## src/der_pk8_pkg.sv

```systemverilog
// Package with the types, codes and tag constants shared by the DER key unwrap block.
`default_nettype none
package der_pk8_pkg;

    localparam int MAX_LENGTH_BYTES_DEF = 4;
    localparam int QUEUE_DEPTH          = 4;

    localparam logic [7:0] TAG_SEQUENCE     = 8'h30;
    localparam logic [7:0] TAG_INTEGER      = 8'h02;
    localparam logic [7:0] TAG_OCTET_STRING = 8'h04;
    localparam logic [7:0] LEN_LONG_FLAG    = 8'h80;
    localparam logic [7:0] LEN_COUNT_MASK   = 8'h7F;

    localparam logic KIND_PAYLOAD = 1'b0;
    localparam logic KIND_STATUS  = 1'b1;

    typedef enum logic [2:0] {
        PH_TAG     = 3'd0,
        PH_LEN1    = 3'd1,
        PH_LENX    = 3'd2,
        PH_SKIP    = 3'd3,
        PH_PAYLOAD = 3'd4,
        PH_DONE    = 3'd5,
        PH_ERROR   = 3'd6
    } t_phase;

    typedef enum logic [2:0] {
        ST_OK    = 3'd0,
        ST_TRUNC = 3'd1,
        ST_TAG   = 3'd2,
        ST_FORM  = 3'd3,
        ST_EMPTY = 3'd4
    } t_status;

    typedef struct packed {
        logic       kind;
        logic [7:0] payload_byte;
        logic       payload_last;
        t_status    status;
    } t_result;

    // Up to two results per input item, in delivery order.
    typedef struct packed {
        logic [1:0] count;
        t_result    first;
        t_result    second;
    } t_push;

    function automatic logic [7:0] expected_tag(input logic [1:0] idx);
        logic [7:0] tag;
        unique case (idx)
            2'd0:    tag = TAG_SEQUENCE;
            2'd1:    tag = TAG_INTEGER;
            2'd2:    tag = TAG_SEQUENCE;
            default: tag = TAG_OCTET_STRING;
        endcase
        return tag;
    endfunction

endpackage
`default_nettype wire

```

## src/der_pk8_parse.sv

```systemverilog
// Header parser: walks the four tag-length headers and produces payload and status results.
`default_nettype none
module der_pk8_parse #(
    parameter int MAX_LENGTH_BYTES = der_pk8_pkg::MAX_LENGTH_BYTES_DEF
) (
    input  wire                  i_clk,
    input  wire                  i_rst_n,
    input  wire                  i_accept,
    input  wire [7:0]            i_data_byte,
    input  wire                  i_final_byte,
    output der_pk8_pkg::t_push   o_push
);
    import der_pk8_pkg::*;

    t_phase      r_phase,   n_phase,   s_phase;
    logic [1:0]  r_hdr,     n_hdr,     s_hdr;
    logic [31:0] r_acc,     n_acc,     s_acc;
    logic [2:0]  r_lbl,     n_lbl,     s_lbl;
    logic [30:0] r_content, n_content, s_content;
    logic [30:0] r_outer,   n_outer,   s_outer;
    t_status     r_err,     n_err,     s_err;

    logic        hd_en;
    logic [31:0] hd_len;
    logic [30:0] content_dec;
    logic [2:0]  lbl_dec;
    logic [31:0] acc_shift;
    logic [6:0]  len_count;

    assign content_dec = (r_content != 31'd0) ? r_content - 31'd1 : 31'd0;
    assign lbl_dec     = (r_lbl != 3'd0) ? r_lbl - 3'd1 : 3'd0;
    assign acc_shift   = {r_acc[23:0], i_data_byte};
    assign len_count   = i_data_byte[6:0] & LEN_COUNT_MASK[6:0];

    // Next state of one byte step, before the end-of-buffer return to reset.
    always_comb begin
        s_phase   = r_phase;
        s_hdr     = r_hdr;
        s_acc     = r_acc;
        s_lbl     = r_lbl;
        s_content = r_content;
        s_err     = r_err;
        s_outer   = (r_hdr != 2'd0 && r_outer != 31'd0) ? r_outer - 31'd1 : r_outer;
        hd_en     = 1'b0;
        hd_len    = 32'd0;

        unique case (r_phase)
            PH_TAG: begin
                if (i_data_byte != expected_tag(r_hdr)) begin
                    s_err   = ST_TAG;
                    s_phase = PH_ERROR;
                end else begin
                    s_phase = PH_LEN1;
                end
            end
            PH_LEN1: begin
                if ((i_data_byte & LEN_LONG_FLAG) == 8'd0) begin
                    hd_en  = 1'b1;
                    hd_len = {24'd0, i_data_byte};
                end else if (len_count == 7'd0 || len_count > 7'(MAX_LENGTH_BYTES)) begin
                    s_err   = ST_FORM;
                    s_phase = PH_ERROR;
                end else begin
                    s_acc   = 32'd0;
                    s_lbl   = len_count[2:0];
                    s_phase = PH_LENX;
                end
            end
            PH_LENX: begin
                s_acc = acc_shift;
                s_lbl = lbl_dec;
                if (lbl_dec == 3'd0) begin
                    hd_en  = 1'b1;
                    hd_len = acc_shift;
                end
            end
            PH_SKIP: begin
                s_content = content_dec;
                if (content_dec == 31'd0) begin
                    s_hdr   = r_hdr + 2'd1;
                    s_phase = PH_TAG;
                end
            end
            PH_PAYLOAD: begin
                s_content = content_dec;
                if (content_dec == 31'd0) begin
                    s_phase = PH_DONE;
                end
            end
            default: begin
            end
        endcase

        if (hd_en) begin
            if (hd_len[31]) begin
                s_err   = ST_FORM;
                s_phase = PH_ERROR;
            end else if (r_hdr == 2'd0) begin
                s_outer = hd_len[30:0];
                s_hdr   = 2'd1;
                s_phase = PH_TAG;
            end else if (r_hdr != 2'd3) begin
                if (hd_len == 32'd0) begin
                    s_hdr   = r_hdr + 2'd1;
                    s_phase = PH_TAG;
                end else begin
                    s_content = hd_len[30:0];
                    s_phase   = PH_SKIP;
                end
            end else if (hd_len == 32'd0) begin
                s_err   = ST_EMPTY;
                s_phase = PH_ERROR;
            end else begin
                s_content = hd_len[30:0];
                s_phase   = PH_PAYLOAD;
            end
        end
    end

    // The final byte of a buffer returns the parser to its reset state.
    always_comb begin
        if (i_final_byte) begin
            n_phase   = PH_TAG;
            n_hdr     = 2'd0;
            n_acc     = 32'd0;
            n_lbl     = 3'd0;
            n_content = 31'd0;
            n_outer   = 31'd0;
            n_err     = ST_OK;
        end else begin
            n_phase   = s_phase;
            n_hdr     = s_hdr;
            n_acc     = s_acc;
            n_lbl     = s_lbl;
            n_content = s_content;
            n_outer   = s_outer;
            n_err     = s_err;
        end
    end

    // Result items for the accepted byte.
    always_comb begin
        t_result pay;
        t_result stat;
        logic    pay_v;

        pay.kind          = KIND_PAYLOAD;
        pay.payload_byte  = i_data_byte;
        pay.payload_last  = (content_dec == 31'd0);
        pay.status        = ST_OK;
        pay_v             = (r_phase == PH_PAYLOAD);

        stat.kind         = KIND_STATUS;
        stat.payload_byte = 8'd0;
        stat.payload_last = 1'b0;
        if (s_err != ST_OK) begin
            stat.status = s_err;
        end else if (s_phase != PH_DONE || s_outer != 31'd0) begin
            stat.status = ST_TRUNC;
        end else begin
            stat.status = ST_OK;
        end

        o_push.first  = pay_v ? pay : stat;
        o_push.second = stat;
        if (!i_accept) begin
            o_push.count = 2'd0;
        end else begin
            o_push.count = {1'b0, pay_v} + {1'b0, i_final_byte};
        end
    end

    always_ff @(posedge i_clk) begin
        if (!i_rst_n) begin
            r_phase   <= PH_TAG;
            r_hdr     <= 2'd0;
            r_acc     <= 32'd0;
            r_lbl     <= 3'd0;
            r_content <= 31'd0;
            r_outer   <= 31'd0;
            r_err     <= ST_OK;
        end else if (i_accept) begin
            r_phase   <= n_phase;
            r_hdr     <= n_hdr;
            r_acc     <= n_acc;
            r_lbl     <= n_lbl;
            r_content <= n_content;
            r_outer   <= n_outer;
            r_err     <= n_err;
        end
    end

endmodule
`default_nettype wire

```

## src/der_pk8_rqueue.sv

```systemverilog
// Small queue: up to two result items in per cycle, one out when not stalled.
`default_nettype none
module der_pk8_rqueue (
    input  wire                  i_clk,
    input  wire                  i_rst_n,
    input  der_pk8_pkg::t_push   i_push,
    input  wire                  i_out_stall,
    output logic                 o_out_valid,
    output der_pk8_pkg::t_result o_entry,
    output logic                 o_almost_full
);
    import der_pk8_pkg::*;

    localparam int PTR_W = $clog2(QUEUE_DEPTH);
    localparam int CNT_W = $clog2(QUEUE_DEPTH + 1);

    t_result            r_mem [QUEUE_DEPTH];
    logic [PTR_W-1:0]   r_wp, r_rp;
    logic [CNT_W-1:0]   r_cnt;
    logic               pop;
    logic [PTR_W-1:0]   wp_next;

    assign pop           = (r_cnt != '0) && !i_out_stall;
    assign wp_next       = r_wp + PTR_W'(1);
    assign o_out_valid   = (r_cnt != '0);
    assign o_entry       = r_mem[r_rp];
    // Room for two more items is needed before the next byte may be taken.
    assign o_almost_full = (r_cnt > CNT_W'(QUEUE_DEPTH - 2));

    always_ff @(posedge i_clk) begin
        if (i_push.count != 2'd0) begin
            r_mem[r_wp] <= i_push.first;
        end
        if (i_push.count == 2'd2) begin
            r_mem[wp_next] <= i_push.second;
        end
    end

    always_ff @(posedge i_clk) begin
        if (!i_rst_n) begin
            r_wp  <= '0;
            r_rp  <= '0;
            r_cnt <= '0;
        end else begin
            r_wp  <= r_wp + PTR_W'(i_push.count);
            r_cnt <= r_cnt + CNT_W'(i_push.count) - CNT_W'(pop);
            if (pop) begin
                r_rp <= r_rp + PTR_W'(1);
            end
        end
    end

endmodule
`default_nettype wire

```

## src/der_pk8_key_unwrap_core_top.sv

```systemverilog
// Top level of the DER PKCS#8 key unwrap block.
// Order: a result item is written into the result queue at the edge that accepts its byte and is offered in
// queue order; a status that follows a payload byte of the same item is offered after that payload byte.
// Throughput: one byte per cycle; the input stalls while three or more results wait.
// Reset: synchronous, active low; clears the parser state and the result queue pointers.
`default_nettype none
module der_pkcs8_key_unwrap_core #(
    parameter int MAX_LENGTH_BYTES = der_pk8_pkg::MAX_LENGTH_BYTES_DEF
) (
    input  wire        i_clk,
    input  wire        i_rst_n,
    input  wire        i_in_valid,
    output logic       o_in_stall,
    input  wire [7:0]  i_data_byte,
    input  wire        i_final_byte,
    output logic       o_out_valid,
    input  wire        i_out_stall,
    output logic       o_result_kind,
    output logic [7:0] o_payload_byte,
    output logic       o_payload_last,
    output logic [2:0] o_status
);
    import der_pk8_pkg::*;

    logic    accept;
    t_push   push;
    t_result entry;

    assign accept = i_in_valid && !o_in_stall;

    der_pk8_parse #(
        .MAX_LENGTH_BYTES(MAX_LENGTH_BYTES)
    ) u_parse (
        .i_clk        (i_clk),
        .i_rst_n      (i_rst_n),
        .i_accept     (accept),
        .i_data_byte  (i_data_byte),
        .i_final_byte (i_final_byte),
        .o_push       (push)
    );

    der_pk8_rqueue u_rqueue (
        .i_clk         (i_clk),
        .i_rst_n       (i_rst_n),
        .i_push        (push),
        .i_out_stall   (i_out_stall),
        .o_out_valid   (o_out_valid),
        .o_entry       (entry),
        .o_almost_full (o_in_stall)
    );

    assign o_result_kind  = entry.kind;
    assign o_payload_byte = entry.payload_byte;
    assign o_payload_last = entry.payload_last;
    assign o_status       = entry.status;

endmodule
`default_nettype wire
```

## config.mk

```make
export PLATFORM = sky130hd
export DESIGN_NAME = der_pkcs8_key_unwrap_core
export DESIGN_NICKNAME = d
export VERILOG_FILES = /design/src/der_pk8_pkg.sv /design/src/der_pk8_parse.sv /design/src/der_pk8_rqueue.sv /design/src/der_pk8_key_unwrap_core_top.sv
export SDC_FILE = /design/constraint.sdc
export NUM_CORES = 1
export LEC_CHECK = 0
export BUFFER_PORTS_ARGS = -buffer_cell sky130_fd_sc_hd__buf_2
export CAP_MARGIN = 0
export CORE_ASPECT_RATIO = 0.6
export CORE_MARGIN = 2
export CORE_UTILIZATION = 45
export DETAILED_ROUTE_END_ITERATION = 6
export GPL_TIMING_DRIVEN = 0
export HOLD_SLACK_MARGIN = 0.1
export PLACE_DENSITY = 0.61
export RECOVER_POWER = 25
export SYNTH_ARGS = -nofsm -noshare
export SYNTH_HDL_FRONTEND = slang
export SYNTH_SLANG_ARGS = --single-unit
```

## constraint.sdc

```tcl
create_clock -name i_clk -period 11.18 [get_ports i_clk]
set_input_delay 0.559 -clock i_clk [delete_from_list [all_inputs] [get_ports i_clk]]
set_output_delay 0.559 -clock i_clk [all_outputs]
set_load 0.05 [all_outputs]
```

-- Word level (Yosys, flattened, before mapping)
Memory sizes are Yosys's and may differ from the RTL's. A register that Yosys moved wholly into a read port is not among the register bits.
Cells that the tools add are included.
- RAM bits: 52
- register bits: 104
- input port bits: 13
- bits in read-only memories: 0
- latch bits: 0
- memories kept: 1
- word-level logic and storage cells: 131
- output and inout bits: 15
- shift operators: 0
- reduce and logical (&&, ||, !) cells: 26
- add/sub/neg operators: 10
- $mul: 0
- div/mod/pow operators: 0
- order comparisons: 2
- multiplexer cells: 70
- eq/ne operators: 12
- bitwise gates (word level): 0
- memory list (name ; depth ; bits a word ; rd ports ; clocked after memory_dff ; wr ports ; RTL line ; source):
    u_rqueue.r_mem ; 4 ; 13 ; 1 ; 1 ; 2 ; der_pk8_rqueue.sv:17 ; t_result r_mem [QUEUE_DEPTH];
- operators by type and width (operator ; number):
    31-bit two-way mux ; 12
    31-bit nonzero test ; 3
    24-bit two-way mux ; 3
    3-bit two-way mux ; 24
    32-bit one-hot mux with 2 select lines ; 1
    31-bit by 1-bit subtractor with 31-bit output (second input constant) ; 2
    24-bit one-hot mux with 2 select lines ; 1
    32-bit logical NOT ; 1
    32-bit two-way mux ; 1
    31-bit logical NOT ; 1
    2-bit two-way mux ; 13
    8-bit two-way mux ; 2
    13-bit two-way mux ; 1
    3-bit one-hot mux with 2 select lines ; 2
    3-bit one-hot mux with 4 select lines ; 1
    6-bit one-hot mux with 2 select lines ; 1
    3-bit nonzero test ; 4
    3-bit != test (second input constant) ; 3
    8-bit logical NOT ; 1
    8-bit != test ; 1
    7-bit by 3-bit greater-than comparator with 1-bit output (second input constant) ; 1
    7-bit logical NOT ; 1
    1-bit two-way mux ; 7
    2-bit by 1-bit adder with 2-bit output (second input constant) ; 3
    other kinds (21) ; 30

-- Depth between registers and ports, before layout
- depth in word-level cells: 16
- depth in mapped cells: 14

-- By module
A second synthesis with hierarchy kept.
- cell total of the unflattened synthesis: 1204
- area, all modules: 10407.5 um2
- modules (own cells, without submodules) (module ; cells an instance ; area an instance (um2) ; instances):
    der_pk8_parse ; 1024 ; 7268.2 ; 1
    der_pk8_rqueue ; 179 ; 3125.5 ; 1
    der_pkcs8_key_unwrap_core ; 1 ; 13.8 ; 1

-- Least setup slack after synthesis
No wires, ideal clock.
- path kind: register to register
- start point: register u_parse.r_content[0]
- end point: memory u_rqueue.r_mem[1][0] (netlist name) (data pin)
- slack: 7517 ps
- buffers on the path: 1
- arrival: 3394 ps
- period minus slack after synthesis: 3663 ps
- cell stages (with the launch flop): 13
- cell sequence: dfxtp_1 > clkbuf_1 > inv_1 > ha_1 > nor4b_4 > nand4_1 > o31ai_1 > nand4_1 > or4b_1 > a2111oi_0 > nor3_1 > o41ai_2 > nor2_1
- RTL lines (item ; RTL line ; source):
    start, declared ; der_pk8_parse.sv:19 ; logic [30:0] r_content, n_content, s_content;
    start signal, assigned ; der_pk8_parse.sv:187 ; r_content <= n_content;
    end, declared ; der_pk8_rqueue.sv:17 ;

==> run summary <==
Top FF cell, synth -> dfxtp_1
Clock slew at reported path FFs -> 60 ps
Syn_nets -> 1,314
CP Cell Sequence -> clkbuf_1, or4_1, clkbuf_1, nor4_1, nand3_1, a211oi_1, nor3_1, o32ai_1, o21ai_0, o41ai_2, nor2_1
Internal power -> 1.110 mW
DRT iter0 DRCs -> 1,610
Slew Limit Fails -> 11
Die ar. -> 23,260 um^2
Tot Pwr -> 1.784 mW
XOR/XNOR share of the synthesized area -> 2.210%
Critical Path RT -> 11,360 ps
Simple-gate share of the synthesized area -> 31.35%
RePlAce Congestion -> 1.036
Slew @ Worst Pin -> 1733 ps
Hold path depth -> 2
Routed vias -> 10.71k
Setup TNS -> 0 ps
Failing checks -> capacitance limit, slew limit
Maximum VDD drop -> 0.0001298 V
Worst reg-to-reg setup slack -> 5960 ps
Filler Cell Count -> 2,082
Avg Cell Area, Syn -> 7.699 um^2
Hold Buf Count CTS -> 0
Count of final setup violators -> 0
Drt pass-1 iters -> 6
Post-synthesis mux area share -> 3.157%
Final Hold Vio Count -> 0
Fmax -> 191.7 MHz
Initial Utilization -> 46.54%
DRC viols -> 0
Critical Path Max Stage Delay -> 1380 ps
Clock sinks -> 158
WS Path Type -> flip-flop to flip-flop
Psw -> 673.7 uW
IO buf count -> 21
Compound-Gate Fraction of Synth Area -> 23.15%
Area share of fa/ha/maj cells after synthesis -> 1.844%
CTS tree -> built
Clk_skew -> 13.37 ps
Clock Latency Late Sink -> 450 ps
Global-route wire length before repair -> 58.90 mm
Wire per inst -> 24.23 um
Final Critical Period -> 5218 ps
WP depth -> 11
Main combinational cell family by area after synthesis -> simple AND/OR/NAND/NOR gates
H-tree lvl count -> 4
Core Rows -> 41
Post-synthesis cell type count -> 77
Synthesis Warnings -> 0
Drt total wl -> 39.27 mm
DP Wirelength -> 29.34 mm
RSZ-0062 raised after global routing -> no
Die W -> 195.6 um
Synth Register Bits -> 158
Slew margin rel. -> -16.57%
Core Area -> 21,290 um^2
Synthesized area -> 9908 um^2
R2R depth -> 11
Layout area overhead -> 10.52%
HP Class -> flip-flop to flip-flop
Most common cell in the netlist -> nand2_1
Reg2reg start -> u_parse.r_outer[13]
Initial antenna violation count -> 1
Crit start category -> flip-flop
Grt ovf -> 0
Post-cts sizing count -> 0
CP max FO -> 10
Crit-path leading delay family -> simple AND/OR/NAND/NOR gates
Number of CTS-inserted buffers -> 17
Post-synth top area share -> 29.50%
RR Endpoint -> u_rqueue.r_mem[1][0]
Logic pwr share -> 30.3%
All-layer global routing usage -> 33.84%
Nature of the critical path endpoint -> flip-flop
Gate Count Post-Synth -> 1,287
Post-synth ARST share -> 0%
Outcome -> finished, violations left
Synth area leader -> dfxtp_1
Chip height -> 118.9 um
Vias in the first global route -> 9,440
Slowest CP cell -> nor4_1
Pin count of the biggest net entering global routing -> 17
Avg Vias per Cell -> 6.608
Multi-input gate area -> 6121 um^2
Leak pwr -> 3.891 nW
Boundary Pins -> 28
Switching Fraction -> 37.77%
Ratio of cells with drive above 1 in the final layout -> 6.567%
Critical path's most frequent cell -> clkbuf_1
Worst hold start -> u_rqueue.r_mem[3][8]
Critical Path AT -> 5400 ps
Max-cap viol count -> 1
Final ANT Viol Nets -> 0
Sequential power share -> 36.1%
Max Buffers Root-to-Sink -> 2
Nets -> 1,354
Clk pwr share -> 33.6%
Area occupied by registers -> 3283 um^2
Post-CTS Repair Setup Buffers -> 0
Largest cells by area after synthesis -> dfxtp_1 29%, nand2_1 5.8%, o21ai_0 5.0%
CTS Root Cell -> clkbuf_16
Pwr/cell area -> 162.9 nW/um^2
WHS Endpoint -> u_rqueue.r_mem[3][8]
Seq/Total Area, Yosys -> 33.14%
Worst Path Buf+Inv -> 2
Post-synth EDFFs -> 12
Final period util -> 46.67%
Top post-synthesis cells by count -> 153 x nand2_1, 146 x dfxtp_1, 98 x o21ai_0
## final cells by class
class	instances	share of cell area, %
multi-input combinational	998	55.90
sequential	158	29.98
clock buffer	21	4.205
buffer	108	3.851
tap	279	3.188
clock inverter	11	1.200
timing repair buffer	21	0.8455
inverter	23	0.7884
antenna	2	0.04570
## logic make-up after synthesis
family | after synthesis
DFF | 158
xor gates and xnor gates | 25
adders and majority gates | 14
AOI/OAI and AO/OA | 352
and+or+nand+nor | 592
buffers and inverters | 131
muxes | 15
## state kept, by name, indices dropped and copies added (netlist names), named ones only
name / count
u_rqueue.r_mem: 52
u_parse.r_content: 31
u_parse.r_outer: 31
u_parse.r_acc: 24
u_parse.r_err: 3
u_parse.r_lbl: 3
u_parse.r_phase: 3
u_rqueue.r_cnt: 3
u_parse.r_hdr: 2
u_rqueue.r_rp: 2
u_rqueue.r_wp: 2
## worst reg2reg max path, stage by stage, from the launching register on
cell	delay, ps
dfxtp_1	300
clkbuf_1	180
or4_1	530
clkbuf_1	180
nor4_1	1390
nand3_1	600
a211oi_1	350
nor3_1	100
o32ai_1	350
o21ai_0	170
o41ai_2	700
nor2_1	100
## cells in the final DEF, fill, tap and decap left out, types with 9 or more instances in the layout
| cell type | netlist | final |
|---|---|---|
| or4_1 | 15 | 15 |
| buf_1 | 12 | 9 |
| buf_2 | 7 | 17 |
| xnor2_1 | 10 | 10 |
| a22oi_1 | 55 | 55 |
| nor2b_1 | 68 | 68 |
| o31ai_1 | 14 | 14 |
| nand4_1 | 14 | 14 |
| nor4_1 | 41 | 40 |
| or2_2 | 11 | 11 |
| clkbuf_1 | 86 | 103 |
| nand3_1 | 44 | 44 |
| xor2_1 | 15 | 15 |
| nor3_1 | 45 | 45 |
| a21oi_1 | 70 | 70 |
| dfxtp_1 | 146 | 146 |
| inv_1 | 21 | 21 |
| nand2_1 | 153 | 153 |
| ha_1 | 13 | 13 |
| or3_1 | 18 | 18 |
| clkbuf_16 | 0 | 17 |
| mux4_2 | 13 | 13 |
| a31oi_1 | 24 | 24 |
| edfxtp_1 | 12 | 12 |
| and2_1 | 42 | 38 |
| nand2b_1 | 10 | 10 |
| nor2_1 | 92 | 92 |
| a211oi_1 | 10 | 10 |
| o21ai_0 | 98 | 98 |
## per-stage QoR
stage	hold slack [ps]	std cells	setup WS [ps]	util [%]	area [um^2]
floorplan	418.5	1287	7517	-	9908
global placement	436.4	1587	6238	48.67	10360
detailed placement	443.3	1587	6242	48.67	10360
CTS	454.3	1619	6225	51.45	10950
global route	473.4	1619	5672	51.41	10950
finish	455.4	1621	5962	51.44	10950
## how the worst max path moves through the flow
stage	end	startpoint
after global routing	u_rqueue.r_mem[1][0]	u_parse.r_outer[13]
final	u_rqueue.r_mem[1][0]	u_parse.r_outer[13]
after detailed placement	u_rqueue.r_mem[1][0]	u_parse.r_content[0]
after CTS	u_rqueue.r_mem[1][0]	u_parse.r_content[0]
after global placement	u_rqueue.r_mem[1][0]	u_parse.r_content[0]
after floorplan	u_rqueue.r_mem[1][0]	u_parse.r_content[0]
## power groups by stage
stage          Sequential, mW  Combinational (mW)  Clock (mW)
2_1_floorplan           0.644               0.376           0
3_3_place_gp            0.654               0.520           0
3_5_place_dp            0.654               0.522           0
4_1_cts                 0.643               0.525       0.600
5_1_grt                 0.649               0.574       0.627
6_report                0.644               0.541       0.599
## routing by layer
layer | up-vias | wire length [um] | global-route usage [%]
met1 | 5083 | 18260 | 52.50
met5 | - | 0 | 0
li1 | 4816 | - | -
met3 | 72 | 6106 | 13.00
met4 | 0 | 852 | 9.160
met2 | 740 | 14060 | 41.72
(Power assumes the default switching activity.)
